[src/hdl/smst_pkg.sv]
// Shared types, codes and sizing constants for the subset-match set table.
package smst_pkg;

  // Default sizing, handed to the top level parameters
  localparam int DEF_MAX_SETS  = 16;
  localparam int DEF_MAX_WORDS = 4;
  localparam int DEF_WORD_BITS = 32;

  // Fixed field widths
  localparam int CFG_W    = 3;
  localparam int OP_W     = 2;
  localparam int STATUS_W = 3;
  localparam int HELD_W   = 5;
  localparam int IN_DATA_W  = 32;
  localparam int OUT_DATA_W = 8;

  localparam logic [CFG_W-1:0] WORDS_IN_USE_RST = 3'd4;

  // Slots in the front-to-back queue
  localparam int QUEUE_DEPTH = 2;

  typedef enum logic [OP_W-1:0] {
    OP_INSERT = 2'd0,
    OP_QUERY  = 2'd1,
    OP_CLEAR  = 2'd2
  } op_t;

  typedef enum logic [STATUS_W-1:0] {
    ST_INSERTED = 3'd0,
    ST_FULL     = 3'd1,
    ST_LEN_ERR  = 3'd2,
    ST_QUERY    = 3'd3,
    ST_CLEARED  = 3'd4
  } status_t;

  // Classification of one word, passed from front to back
  typedef struct packed {
    op_t  op;
    logic last;
    logic len_err;
  } cmd_t;

  localparam int CMD_W = $bits(cmd_t);

endpackage

[src/hdl/smst_front.sv]
// Front end: accepts words, tracks the run position and classifies each word.
module smst_front #(
  parameter int MAX_WORDS = 4,
  parameter int WORD_BITS = 32
) (
  input  logic                         clk,
  input  logic                         rst,
  input  logic [smst_pkg::CFG_W-1:0]   words_in_use,
  input  logic                         s_tvalid,
  output logic                         s_tready,
  input  logic [smst_pkg::OP_W-1:0]    op_in,
  input  logic [smst_pkg::IN_DATA_W-1:0] word_in,
  input  logic                         last_in,
  input  logic                         q_full,
  output logic                         push,
  output smst_pkg::cmd_t               cmd,
  output logic [$clog2(MAX_WORDS+2)-1:0] pos,
  output logic [WORD_BITS-1:0]         word
);
  import smst_pkg::*;

  localparam int POS_W = $clog2(MAX_WORDS + 2);
  localparam int LEN_W = ((CFG_W > POS_W) ? CFG_W : POS_W) + 1;

  logic [POS_W-1:0] word_position;
  logic [POS_W-1:0] word_position_next;
  logic             accept;
  logic             len_ok;

  // Length check against the configured word count
  always_comb begin
    len_ok = (words_in_use != '0) &&
             (LEN_W'(words_in_use) <= LEN_W'(MAX_WORDS)) &&
             ((LEN_W'(word_position) + LEN_W'(1)) == LEN_W'(words_in_use));
  end

  // Classify and forward the accepted word
  always_comb begin
    s_tready           = !q_full;
    accept             = s_tvalid && s_tready;
    push               = 1'b0;
    word_position_next = word_position;
    cmd.op             = op_t'(op_in);
    cmd.last           = last_in;
    cmd.len_err        = !len_ok;
    pos                = word_position;
    word               = WORD_BITS'(word_in);
    if (accept) begin
      case (op_in)
        OP_CLEAR: begin
          push               = 1'b1;
          word_position_next = '0;
        end
        OP_INSERT, OP_QUERY: begin
          push = 1'b1;
          if (last_in) begin
            word_position_next = '0;
          end else if (word_position <= POS_W'(MAX_WORDS)) begin
            word_position_next = word_position + POS_W'(1);
          end
        end
        default: begin
          // unused operation code: dropped without effect
          push = 1'b0;
        end
      endcase
    end
  end

  always_ff @(posedge clk) begin
    if (rst) begin
      word_position <= '0;
    end else begin
      word_position <= word_position_next;
    end
  end

endmodule

[src/hdl/smst_queue.sv]
// Small flop-based FIFO between the front end and the back end.
module smst_queue #(
  parameter int DATA_W = 8
) (
  input  logic              clk,
  input  logic              rst,
  input  logic              push,
  input  logic [DATA_W-1:0] din,
  output logic              full,
  input  logic              pop,
  output logic              valid,
  output logic [DATA_W-1:0] dout
);
  import smst_pkg::*;

  localparam int PTR_W = (QUEUE_DEPTH > 1) ? $clog2(QUEUE_DEPTH) : 1;
  localparam int CNT_W = $clog2(QUEUE_DEPTH + 1);

  logic [DATA_W-1:0] slots [QUEUE_DEPTH];
  logic [PTR_W-1:0]  wr_ptr;
  logic [PTR_W-1:0]  rd_ptr;
  logic [CNT_W-1:0]  fill;
  logic              do_push;
  logic              do_pop;

  always_comb begin
    full    = (fill == CNT_W'(QUEUE_DEPTH));
    valid   = (fill != '0);
    dout    = slots[rd_ptr];
    do_push = push && !full;
    do_pop  = pop && valid;
  end

  // Pointers and fill level
  always_ff @(posedge clk) begin
    if (rst) begin
      wr_ptr <= '0;
      rd_ptr <= '0;
      fill   <= '0;
    end else begin
      if (do_push) begin
        wr_ptr <= (wr_ptr == PTR_W'(QUEUE_DEPTH - 1)) ? '0 : wr_ptr + PTR_W'(1);
      end
      if (do_pop) begin
        rd_ptr <= (rd_ptr == PTR_W'(QUEUE_DEPTH - 1)) ? '0 : rd_ptr + PTR_W'(1);
      end
      case ({do_push, do_pop})
        2'b10:   fill <= fill + CNT_W'(1);
        2'b01:   fill <= fill - CNT_W'(1);
        default: fill <= fill;
      endcase
    end
  end

  // Slot storage
  always_ff @(posedge clk) begin
    if (do_push) begin
      slots[wr_ptr] <= din;
    end
  end

endmodule

[src/hdl/smst_back.sv]
// Back end: set storage, query buffer, subset scan and the result register.
module smst_back #(
  parameter int MAX_SETS  = 16,
  parameter int MAX_WORDS = 4,
  parameter int WORD_BITS = 32
) (
  input  logic                            clk,
  input  logic                            rst,
  input  logic [smst_pkg::CFG_W-1:0]      words_in_use,
  input  logic                            q_valid,
  output logic                            pop,
  input  smst_pkg::cmd_t                  cmd,
  input  logic [$clog2(MAX_WORDS+2)-1:0]  pos,
  input  logic [WORD_BITS-1:0]            word,
  output logic                            out_valid,
  input  logic                            out_ready,
  output smst_pkg::status_t               out_status,
  output logic                            out_match,
  output logic [smst_pkg::HELD_W-1:0]     out_held,
  output logic [$clog2(MAX_SETS+1)-1:0]   held
);
  import smst_pkg::*;

  localparam int CNT_W  = $clog2(MAX_SETS + 1);
  localparam int POS_W  = $clog2(MAX_WORDS + 2);
  localparam int WIDX_W = (MAX_WORDS > 1) ? $clog2(MAX_WORDS) : 1;
  localparam int DEPTH  = MAX_SETS * MAX_WORDS;
  localparam int ADDR_W = (DEPTH > 1) ? $clog2(DEPTH) : 1;
  localparam int LEN_W  = ((CFG_W > WIDX_W) ? CFG_W : WIDX_W) + 1;

  typedef enum logic [1:0] {
    BK_IDLE = 2'b01,
    BK_SCAN = 2'b10
  } bk_state_t;

  bk_state_t         state;
  logic [CNT_W-1:0]  set_count;
  logic [WORD_BITS-1:0] stored_sets [DEPTH];
  logic [WORD_BITS-1:0] query_words [MAX_WORDS];

  // scan issue side
  logic              issuing;
  logic [CNT_W-1:0]  scan_set;
  logic [WIDX_W-1:0] scan_word;
  logic [ADDR_W-1:0] scan_base;
  logic              word_end;
  logic              set_end;
  // scan compare side
  logic              rd_v;
  logic [WORD_BITS-1:0] rd_data;
  logic [WIDX_W-1:0] rd_word;
  logic              rd_end;
  logic              rd_final;
  logic              set_ok;
  logic              match_acc;
  logic              word_fail;
  logic              hit;

  logic              out_free;
  logic              pos_in_range;
  logic              mem_we;
  logic [ADDR_W-1:0] mem_waddr;

  // Pop control and write decode
  always_comb begin
    out_free     = !out_valid || out_ready;
    pop          = q_valid && (state == BK_IDLE) && out_free;
    pos_in_range = (pos < POS_W'(MAX_WORDS));
    mem_we       = pop && (cmd.op == OP_INSERT) && pos_in_range &&
                   (set_count < CNT_W'(MAX_SETS));
    mem_waddr    = ADDR_W'(set_count) * ADDR_W'(MAX_WORDS) + ADDR_W'(pos);
    held         = set_count;
  end

  // Scan position decode and word compare
  always_comb begin
    word_end  = (LEN_W'(scan_word) + LEN_W'(1)) == LEN_W'(words_in_use);
    set_end   = (scan_set + CNT_W'(1)) == set_count;
    word_fail = |(rd_data & ~query_words[rd_word]);
    hit       = set_ok && !word_fail;
  end

  // Set storage: one write port, one registered read port
  always_ff @(posedge clk) begin
    if (mem_we) begin
      stored_sets[mem_waddr] <= word;
    end
    rd_data <= stored_sets[scan_base + ADDR_W'(scan_word)];
  end

  // Query word buffer
  always_ff @(posedge clk) begin
    if (pop && (cmd.op == OP_QUERY) && pos_in_range) begin
      query_words[pos[WIDX_W-1:0]] <= word;
    end
  end

  // Control, scan sequencing and result register
  always_ff @(posedge clk) begin
    if (rst) begin
      state     <= BK_IDLE;
      set_count <= '0;
      out_valid <= 1'b0;
      issuing   <= 1'b0;
      rd_v      <= 1'b0;
    end else begin
      if (out_valid && out_ready) begin
        out_valid <= 1'b0;
      end
      rd_v <= 1'b0;
      case (state)
        BK_IDLE: begin
          if (pop) begin
            case (cmd.op)
              OP_CLEAR: begin
                set_count  <= '0;
                out_valid  <= 1'b1;
                out_status <= ST_CLEARED;
                out_match  <= 1'b0;
                out_held   <= '0;
              end
              OP_INSERT: begin
                if (cmd.last) begin
                  out_valid <= 1'b1;
                  out_match <= 1'b0;
                  out_held  <= HELD_W'(set_count);
                  if (cmd.len_err) begin
                    out_status <= ST_LEN_ERR;
                  end else if (set_count >= CNT_W'(MAX_SETS)) begin
                    out_status <= ST_FULL;
                  end else begin
                    out_status <= ST_INSERTED;
                    set_count  <= set_count + CNT_W'(1);
                    out_held   <= HELD_W'(set_count + CNT_W'(1));
                  end
                end
              end
              OP_QUERY: begin
                if (cmd.last) begin
                  if (cmd.len_err) begin
                    out_valid  <= 1'b1;
                    out_status <= ST_LEN_ERR;
                    out_match  <= 1'b0;
                    out_held   <= HELD_W'(set_count);
                  end else if (set_count == '0) begin
                    out_valid  <= 1'b1;
                    out_status <= ST_QUERY;
                    out_match  <= 1'b0;
                    out_held   <= '0;
                  end else begin
                    state     <= BK_SCAN;
                    issuing   <= 1'b1;
                    scan_set  <= '0;
                    scan_word <= '0;
                    scan_base <= '0;
                    set_ok    <= 1'b1;
                    match_acc <= 1'b0;
                  end
                end
              end
              default: begin
                state <= BK_IDLE;
              end
            endcase
          end
        end
        BK_SCAN: begin
          // issue one stored word per cycle
          if (issuing) begin
            rd_v     <= 1'b1;
            rd_word  <= scan_word;
            rd_end   <= word_end;
            rd_final <= word_end && set_end;
            if (word_end) begin
              scan_word <= '0;
              scan_set  <= scan_set + CNT_W'(1);
              scan_base <= scan_base + ADDR_W'(MAX_WORDS);
              if (set_end) begin
                issuing <= 1'b0;
              end
            end else begin
              scan_word <= scan_word + WIDX_W'(1);
            end
          end
          // compare the word read in the previous cycle
          if (rd_v) begin
            if (rd_end) begin
              set_ok    <= 1'b1;
              match_acc <= match_acc || hit;
            end else begin
              set_ok <= hit;
            end
            if (rd_final) begin
              state      <= BK_IDLE;
              out_valid  <= 1'b1;
              out_status <= ST_QUERY;
              out_match  <= match_acc || hit;
              out_held   <= HELD_W'(set_count);
            end
          end
        end
        default: begin
          state <= BK_IDLE;
        end
      endcase
    end
  end

endmodule

[src/hdl/subset_match_set_table.sv]
// Top level of the subset-match set table: config register, front, queue, back.
//
//  port group | dir | fields (low bit first)
//  -----------+-----+-----------------------------------------------
//  s_*        | in  | tuser: operation; tdata: data_word; tlast: last_word
//  m_*        | out | tuser: status; tdata: match_found, entries_held
//  cfg_*      | in  | cfg_data: words_in_use, written when cfg_we is high
//
// A word that is not the final word of a query run, and every insert or
// clear, is taken by the back end without a scan. A final query word of the
// right length against a non-empty table scans the table one stored word per
// cycle through the single read port of the set memory. The front end keeps
// accepting words into a two-entry queue while the back end scans.
// rst is synchronous; it empties the table and the queue and sets
// words_in_use to 4. A stalled result holds in the output register and
// stops the back end; the input stalls once the queue is full.
module subset_match_set_table #(
  parameter int MAX_SETS  = smst_pkg::DEF_MAX_SETS,
  parameter int MAX_WORDS = smst_pkg::DEF_MAX_WORDS,
  parameter int WORD_BITS = smst_pkg::DEF_WORD_BITS
) (
  input  logic                              clk,
  input  logic                              rst,
  input  logic                              cfg_we,
  input  logic [smst_pkg::CFG_W-1:0]        cfg_data,   // words_in_use
  input  logic                              s_tvalid,
  output logic                              s_tready,
  input  logic [smst_pkg::IN_DATA_W-1:0]    s_tdata,    // data_word
  input  logic [smst_pkg::OP_W-1:0]         s_tuser,    // operation
  input  logic                              s_tlast,
  output logic                              m_tvalid,
  input  logic                              m_tready,
  output logic [smst_pkg::OUT_DATA_W-1:0]   m_tdata,    // match_found, entries_held, pad
  output logic [smst_pkg::STATUS_W-1:0]     m_tuser     // status
);
  import smst_pkg::*;

  localparam int POS_W  = $clog2(MAX_WORDS + 2);
  localparam int CNT_W  = $clog2(MAX_SETS + 1);
  localparam int Q_W    = CMD_W + POS_W + WORD_BITS;

  logic [CFG_W-1:0]     words_in_use;
  logic                 q_full;
  logic                 q_valid;
  logic                 push;
  logic                 pop;
  cmd_t                 f_cmd;
  logic [POS_W-1:0]     f_pos;
  logic [WORD_BITS-1:0] f_word;
  logic [Q_W-1:0]       q_din;
  logic [Q_W-1:0]       q_dout;
  cmd_t                 b_cmd;
  logic [POS_W-1:0]     b_pos;
  logic [WORD_BITS-1:0] b_word;
  status_t              out_status;
  logic                 out_match;
  logic [HELD_W-1:0]    out_held;
  logic [CNT_W-1:0]     held;

  // Configuration register
  always_ff @(posedge clk) begin
    if (rst) begin
      words_in_use <= WORDS_IN_USE_RST;
    end else if (cfg_we) begin
      words_in_use <= cfg_data;
    end
  end

  smst_front #(
    .MAX_WORDS (MAX_WORDS),
    .WORD_BITS (WORD_BITS)
  ) u_front (
    .clk          (clk),
    .rst          (rst),
    .words_in_use (words_in_use),
    .s_tvalid     (s_tvalid),
    .s_tready     (s_tready),
    .op_in        (s_tuser),
    .word_in      (s_tdata),
    .last_in      (s_tlast),
    .q_full       (q_full),
    .push         (push),
    .cmd          (f_cmd),
    .pos          (f_pos),
    .word         (f_word)
  );

  // Queue entry packing
  always_comb begin
    q_din  = {f_cmd, f_pos, f_word};
    b_cmd  = cmd_t'(q_dout[Q_W-1 -: CMD_W]);
    b_pos  = q_dout[WORD_BITS +: POS_W];
    b_word = q_dout[WORD_BITS-1:0];
  end

  smst_queue #(
    .DATA_W (Q_W)
  ) u_queue (
    .clk   (clk),
    .rst   (rst),
    .push  (push),
    .din   (q_din),
    .full  (q_full),
    .pop   (pop),
    .valid (q_valid),
    .dout  (q_dout)
  );

  smst_back #(
    .MAX_SETS  (MAX_SETS),
    .MAX_WORDS (MAX_WORDS),
    .WORD_BITS (WORD_BITS)
  ) u_back (
    .clk          (clk),
    .rst          (rst),
    .words_in_use (words_in_use),
    .q_valid      (q_valid),
    .pop          (pop),
    .cmd          (b_cmd),
    .pos          (b_pos),
    .word         (b_word),
    .out_valid    (m_tvalid),
    .out_ready    (m_tready),
    .out_status   (out_status),
    .out_match    (out_match),
    .out_held     (out_held),
    .held         (held)
  );

  // Result packing
  always_comb begin
    m_tuser = out_status;
    m_tdata = {(OUT_DATA_W - HELD_W - 1)'(0), out_held, out_match};
  end

  // Table count never passes its capacity
  a_count_bound: assert property (@(posedge clk) disable iff (rst)
    held <= CNT_W'(MAX_SETS))
    else $error("set count exceeds table capacity");

  // Only a completed query can report a match
  a_match_query: assert property (@(posedge clk) disable iff (rst)
    (m_tvalid && (out_status != ST_QUERY)) |-> !out_match)
    else $error("match flagged on a non-query result");

  // A clear result always reports an empty table
  a_clear_empty: assert property (@(posedge clk) disable iff (rst)
    (m_tvalid && (out_status == ST_CLEARED)) |-> (out_held == '0))
    else $error("clear result with nonzero count");

  // The front end never pushes into a full queue
  a_no_overflow: assert property (@(posedge clk) disable iff (rst)
    q_full |-> !push)
    else $error("push into full queue");

endmodule

[config.mk]
export PLATFORM = sky130hd
export DESIGN_NAME = subset_match_set_table
export DESIGN_NICKNAME = d
export VERILOG_FILES = /design/src/hdl/smst_pkg.sv /design/src/hdl/smst_front.sv /design/src/hdl/smst_queue.sv /design/src/hdl/smst_back.sv /design/src/hdl/subset_match_set_table.sv
export SDC_FILE = /design/constraint.sdc
export NUM_CORES = 2
export LEC_CHECK = 0
export BUFFER_PORTS_ARGS = -buffer_cell sky130_fd_sc_hd__buf_2
export CAP_MARGIN = 20
export CORE_MARGIN = 2
export CORE_UTILIZATION = 55
export DETAILED_ROUTE_END_ITERATION = 8
export GPL_TIMING_DRIVEN = 0
export HOLD_SLACK_MARGIN = 0.12
export MAX_ROUTING_LAYER = met4
export PLACE_DENSITY = 0.71
export SYNTH_ARGS = -nofsm -noshare
export SYNTH_HDL_FRONTEND = slang
export SYNTH_SLANG_ARGS = --single-unit
[constraint.sdc]
create_clock -name clk -period 5.5 [get_ports clk]
set_input_delay 1.1 -clock clk [delete_from_list [all_inputs] [get_ports clk]]
set_output_delay 1.1 -clock clk [all_outputs]
set_load 0.005 [all_outputs]
# --- After elaboration in Yosys (flattened, before gate mapping) ---
# Memories as Yosys holds them, arrays and structs flattened. A register that Yosys moved wholly into a read port is not among the register bits.
# Cells that the tools add are included.
op_classes:
  eq_ne: 31
  n_bitwise: 4
  add_sub_neg: 13
  n_reduce_logical: 45
  muxes: 112
  order_cmp: 5
ops:
  columns: ["cell", "n"]
  rows:
  - ["5-bit two-way mux", 16]
  - ["1-bit two-way mux", 46]
  - ["6-bit two-way mux", 7]
  - ["32-bit bitwise AND", 1]
  - ["32-bit inverter", 1]
  - ["32-bit OR reduction", 1]
  - ["3-bit two-way mux", 10]
  - ["5-bit one-hot mux with 2 select lines", 3]
  - ["2-bit two-way mux", 14]
  - ["9-bit AND reduction", 3]
  - ["2-bit one-hot mux with 2 select lines", 4]
  - ["8-bit AND reduction", 2]
  - ["1-bit logical AND", 15]
  - ["5-bit one-hot mux with 3 select lines", 1]
  - ["2-bit by 1-bit inequality test with 1-bit output (second input constant)", 6]
  - ["2-bit inequality test (second input constant)", 6]
  - ["3-bit inequality test (second input constant)", 4]
  - ["3-bit one-hot mux with 2 select lines", 2]
  - ["6-bit one-hot mux with 2 select lines", 1]
  - ["5-bit by 1-bit adder with 5-bit output (second input constant)", 2]
  - ["2-bit equality test (second input constant)", 5]
  - ["1-bit one-hot mux with 2 select lines", 5]
  - ["2-bit nonzero test", 5]
  - ["3-bit one-hot mux with 3 select lines", 1]
  - ["other kinds (31)", 49]
totals:
  in_bits: 43
  output_inout_bits: 13
  ff_bits: 48
  mem_count: 3
  mem_bits_rw: 2254
mem_list:
  columns: ["memory", "depth", "width", "rd", "rd_ports_with_merged_regs", "wr", "line", "rtl"]
  rows:
  - ["u_back.stored_sets", 64, 32, 1, 1, 1, "smst_back.sv:38", "logic [WORD_BITS-1:0] stored_sets [DEPTH];"]
  - ["u_back.query_words", 4, 32, 1, 1, 1, "smst_back.sv:39", "logic [WORD_BITS-1:0] query_words [MAX_WORDS];"]
  - ["u_queue.slots", 2, 39, 1, 1, 1, "smst_queue.sv:19", "logic [DATA_W-1:0] slots [QUEUE_DEPTH];"]

# --- Depth between registers and ports, before layout ---
logic_depth:
  ltp_word: 9
  depth_mapped: 10
  depth_no_buf: 9

# --- Hierarchy ---
# A second synthesis with hierarchy kept.
hier_totals:
  hier_cells: 3759
  area_unflattened_um2: 89124.2
by_module_without_submodules:
  columns: ["module", "area_each_um2", "instances", "seq_area_each_um2", "cells_per_inst"]
  rows:
  - ["smst_back", 85447.0, 1, 67004.3, 3532]
  - ["smst_queue", 3030.4, 1, 2442.3, 147]
  - ["smst_front", 518.0, 1, 60.1, 67]
  - ["subset_match_set_table", 128.9, 1, 60.1, 13]

# --- Worst setup path after synthesis ---
# Ideal clock, no wire load.
synth_path:
  path_type: "register to register"
  start: "reg with a tool-made name"
  end: "mem u_back.stored_sets[12][0], enable pin"
  setup_slack_ns: 1.257
  n_path_buf: 2
  setup_time_ns: 0.421
  arrival_time_ns: 3.822
  stages_incl_launch_ff: 9
  path_cell_list: "dfxtp_1 > buf_1 > buf_1 > mux2i_1 > ha_1 > nand3_1 > nor3b_1 > nand3_1 > nor2_1"
synth_lines:
  columns: ["element", "line"]
  rows:
  - ["end: declaration", "smst_back.sv:38"]

==> results by group <==
Clock network
  – Number of H-tree branching levels: 4
  – Number of clock buffers inserted by TritonCTS: 216
  – Buffer type at the clock tree root: sky130_fd_sc_hd__clkbuf_16
  – CTS tree: done
  – Clock Tree Buf Depth: 3
  – Clk_lat worst skew: 0.85 ns
  – Post-CTS clock slew at the launch and capture registers of the worst setup and hold paths: 0.06 ns
  – Sink Count: 2335

Setup path
  – Required time of the worst setup path: 6.02 ns
  – Flop2flop setup slack: 0.42 ns
  – Arrival time at the worst endpoint: 5.59 ns
  – Number of cells traversed by the worst register-to-register path: 9
  – Max Fanout on Critical Path: 20
  – Startpoint types: flip-flop
  – Endpoint of the most critical register-to-register path: u_back.stored_sets[4][12]
  – WS Path Type: reg -> reg
  – Endpoint type of the worst setup path: flip-flop

Hold path
  – Terminating pin of the worst hold path: u_queue.slots[1][6]
  – Worst hold path class: in -> reg
  – Number of instances on the worst hold path: 1
  – Hold Path Origin: s_tdata[6]

Synth
  – Portion of the post-synthesis area used by sequential elements: 78.4%
  – Fraction of post-synthesis cell area in the top cell type by area: 77.1%
  – Number of library cell types mapped by synthesis: 57
  – Leading post-synthesis cells by cell area: sky130_fd_sc_hd__edfxtp_1 77%, sky130_fd_sc_hd__mux4_2 16%, sky130_fd_sc_hd__dfxtp_1 1.2%
  – Post-Synth XOR/XNOR Area: 0.227%
  – Warnings from Yosys: 0
  – Simple-Gate Fraction of Synth Area: 1.49%
  – Number of cells produced by synthesis: 3759
  – Adder-Cell Fraction of Synth Area: 0.226%
  – Synth Flop Type: sky130_fd_sc_hd__edfxtp_1
  – Synth Cell Area: 88800 um^2
  – Top post-synthesis cells by count: 2280 x sky130_fd_sc_hd__edfxtp_1, 641 x sky130_fd_sc_hd__mux4_2, 102 x sky130_fd_sc_hd__nor2_1, 77 x sky130_fd_sc_hd__clkbuf_1, 70 x sky130_fd_sc_hd__nand2_1
  – Most numerous cell in the Yosys netlist: sky130_fd_sc_hd__edfxtp_1
  – Cell taking the most area after synthesis: sky130_fd_sc_hd__edfxtp_1
  – Number of enable flip-flop cells after synthesis: 2280
  – Mean Syn Cell Area: 23.6 um^2
  – Number of storage elements in the synthesis netlist: 2335
  – Proportion of synthesized area in mux cells: 17.4%
  – Combinational family with the most area after synthesis: multiplexers
  – Share of flip-flops with an asynchronous set or reset: 0%
  – Fraction of the mapped netlist area in compound gates: 1.19%

Routing
  – Vias per std cell: 6.62
  – Length of the first detailed-routing pass in iterations: 6
  – Wire length per cell after detailed routing: 35.9 um
  – Via count of the routed design: 43400
  – Iteration-0 DRC count of the detailed router: 6816
  – Drt drc: 0
  – Remaining antenna violation count after routing: 0
  – Wirelength, routed: 236000 um

Placed design
  – Setup WS pre-CTS: -0.851 ns
  – Dpl cells: 6082
  – Placed instance area: 94700 um^2
  – Sum of net half-perimeters after detailed placement: 153000 um
  – Final RePlAce weighted congestion: 1.01
  – Count of input and output buffers: 52

Final layout
  – Count of nets after finishing: 4271
  – Fraction of final layout cells with drive strength greater than 1: 31.7%
  – Relative area change from synthesis to final layout: 15.7%
  – Number of standard cells in the layout, taps in and fillers out: 6565
  – Final core utilization: 64.0%
  – Final standard cell area without fillers: 103000 um^2

Global routing
  – Initial antenna violation count: 7
  – GRT Resource Usage Total: 30.0%
  – First-pass GRT wire length: 327000 um
  – Maximum number of pins on one net before global-route repair: 69
  – Fraction of met1 tracks used by global routing: 39.5%
  – Met3 Resource Use GR: 7.06%
  – Met2 usage in global routing: 44.6%
  – Number of global-route vias before repair: 42900
  – Gr busiest metal: met2
  – GRT Residual Overflow: 0

Pwr
  – Seq pwr share: 49.3%
  – Sw Share: 25.8%
  – Switching power total: 11.1 mW
  – IR drop worst, VDD: 0.482 mV
  – Pint: 31.7 mW
  – Leak: 32.2 nW
  – Part of the power in the clock network: 34.6%
  – Areal power density over the cells: 417 nW/um^2
  – Proportion of power drawn by combinational gates: 16.0%

STA
  – Clock Skews: 0.0332 ns
  – Setup repair after global routing missed its margin: no
  – Final Hold Vio Count: 0
  – Max Freq: 197 MHz
  – Remaining max-slew budget at the tightest pin: 6.46%
  – Minimum hold slack: 0.442 ns
  – Post-layout min period: 5.08 ns
  – Worst slew pin tran: 1.40 ns
  – Final cycle utilization of the critical path: 92.3%
  – Post-layout worst setup margin: 0.423 ns
  – Number of setup violations in the final report: 0
  – Fin. max-slew vios: 0

Floorplan
  – Floorplan die area: 165000 um^2
  – Count of boundary I/O pins: 56
  – Number of rows created at floorplan: 147
  – Core footprint: 160000 um^2
  – Die extent in y: 406 um
  – Starting density of the core: 55.3%
  – Width of the die: 406 um

Flow run
  – Max-cap violations: 0

Outcome
  – Run status: finished clean
area by class of cell:
type                    instances  area, um^2
diodes                          6        15.0
plain buffers                 186         851
clock buffers                 303        6010
clock inverters               102         992
fillers                     10300       57700
inverters                      28         105
multi-input cells            1210       18800
flip-flops and latches       2335       69600
well taps                    2160        2700
repair buffers                235        3580
worst max-delay path by stage:
stage	to	slack [ns]
global placement	u_back.stored_sets[28][24]	-2.58
global route	u_back.stored_sets[46][12]	0.39
floorplan	u_back.stored_sets[12][0]	1.26
detailed placement	u_back.stored_sets[28][24]	-0.85
finish	u_back.stored_sets[4][12]	0.42
CTS	u_back.stored_sets[20][20]	0.66
per-layer routing:
layer,vias to the layer above,wire [um]
met2,2913,110000
li1,17000,-
met5,-,0
met3,539,25800
met4,0,13700
met1,23000,85700
kinds of logic (layout without fill, tap and decap cells):
kind of cell,count (synthesis),count (layout)
multiplexers,736,736
flip-flops,2335,2335
buffers and inverters,215,854
AND/OR/NAND/NOR,288,288
AO/OA/AOI/OAI,145,145
adder cells (fa/ha/maj),16,16
other,1,8
XOR/XNOR,23,23
placed cells by master, fill, tap and decap left out, drive strengths merged, types with 4 or more instances in the layout:
master    netlist  routed
edfxtp       2280    2280
mux4          641     641
clkbuf         77     380
buf           110     344
nor2          102     102
clkinv          0      73
nand2          70      70
dfxtp          55      55
mux2           51      51
mux2i          44      44
a22oi          41      41
nand3          37      37
inv            28      34
a21oi          29      29
nand2b         24      24
bufinv          0      18
ha             16      16
o2111ai        15      15
xnor2          13      13
a221o          13      13
nor2b          11      11
o21ai          10      10
nand4          10      10
xor2           10      10
nor3           10      10
and2            7       7
diode           0       6
o31ai           5       5
clkinvlp        0       5
a221oi          4       4
what timing repair did:
item | 4_1_cts | 5_1_grt
gates resized for setup | 10 | 0
setup endpoints to repair | 2017 | 0
hold buffers | 0 | 0
setup buffers | 69 | 0
registers in the layout (all words and copies together) (netlist names), 2 cells and up, named ones only:
name / flops
u_back.stored_sets: 2048
u_back.query_words: 128
u_queue.slots: 78
u_back.rd_data: 32
u_back.held: 5
u_back.out_held: 5
u_back.scan_set: 5
u_back.scan_base: 4
u_back.out_status: 3
u_front.pos: 3
words_in_use: 3
u_back.rd_word: 2
u_back.scan_word: 2
u_back.state: 2
u_queue.fill: 2
power groups by stage:
| stage | Combinational [mW] | Clock (mW) | Sequential [mW] |
|---|---|---|---|
| after floorplan | 3.61 | 0 | 21.4 |
| after global placement | 6.13 | 0 | 21.6 |
| after detailed placement | 6.67 | 0 | 21.5 |
| after CTS | 6.72 | 14.9 | 21.1 |
| after global routing | 7.06 | 15.6 | 21.1 |
| final | 6.86 | 14.8 | 21.1 |
metrics by stage:
| step | TNS [ns] | total power [mW] |
|---|---|---|
| 6_report | 0 | 42.8 |
| 5_1_grt | 0 | 43.8 |
| 4_1_cts | 0 | 42.7 |
| 3_5_place_dp | -749.69 | 28.1 |
| 3_3_place_gp | -4905.56 | 27.7 |
| 2_1_floorplan | 0 | 25.0 |
worst max-delay path: stages (launching register included):
cell	delay, ns
sky130_fd_sc_hd__dfxtp_1	0.44
sky130_fd_sc_hd__buf_1	0.55
sky130_fd_sc_hd__buf_8	0.28
sky130_fd_sc_hd__mux2i_1	0.45
sky130_fd_sc_hd__ha_1	0.38
sky130_fd_sc_hd__nand3_1	0.20
sky130_fd_sc_hd__nor3b_2	0.61
sky130_fd_sc_hd__nand3_2	0.71
sky130_fd_sc_hd__nor2_4	0.79
sky130_fd_sc_hd__buf_12	0.27
No activity file was read; power rests on OpenSTA's default activity.
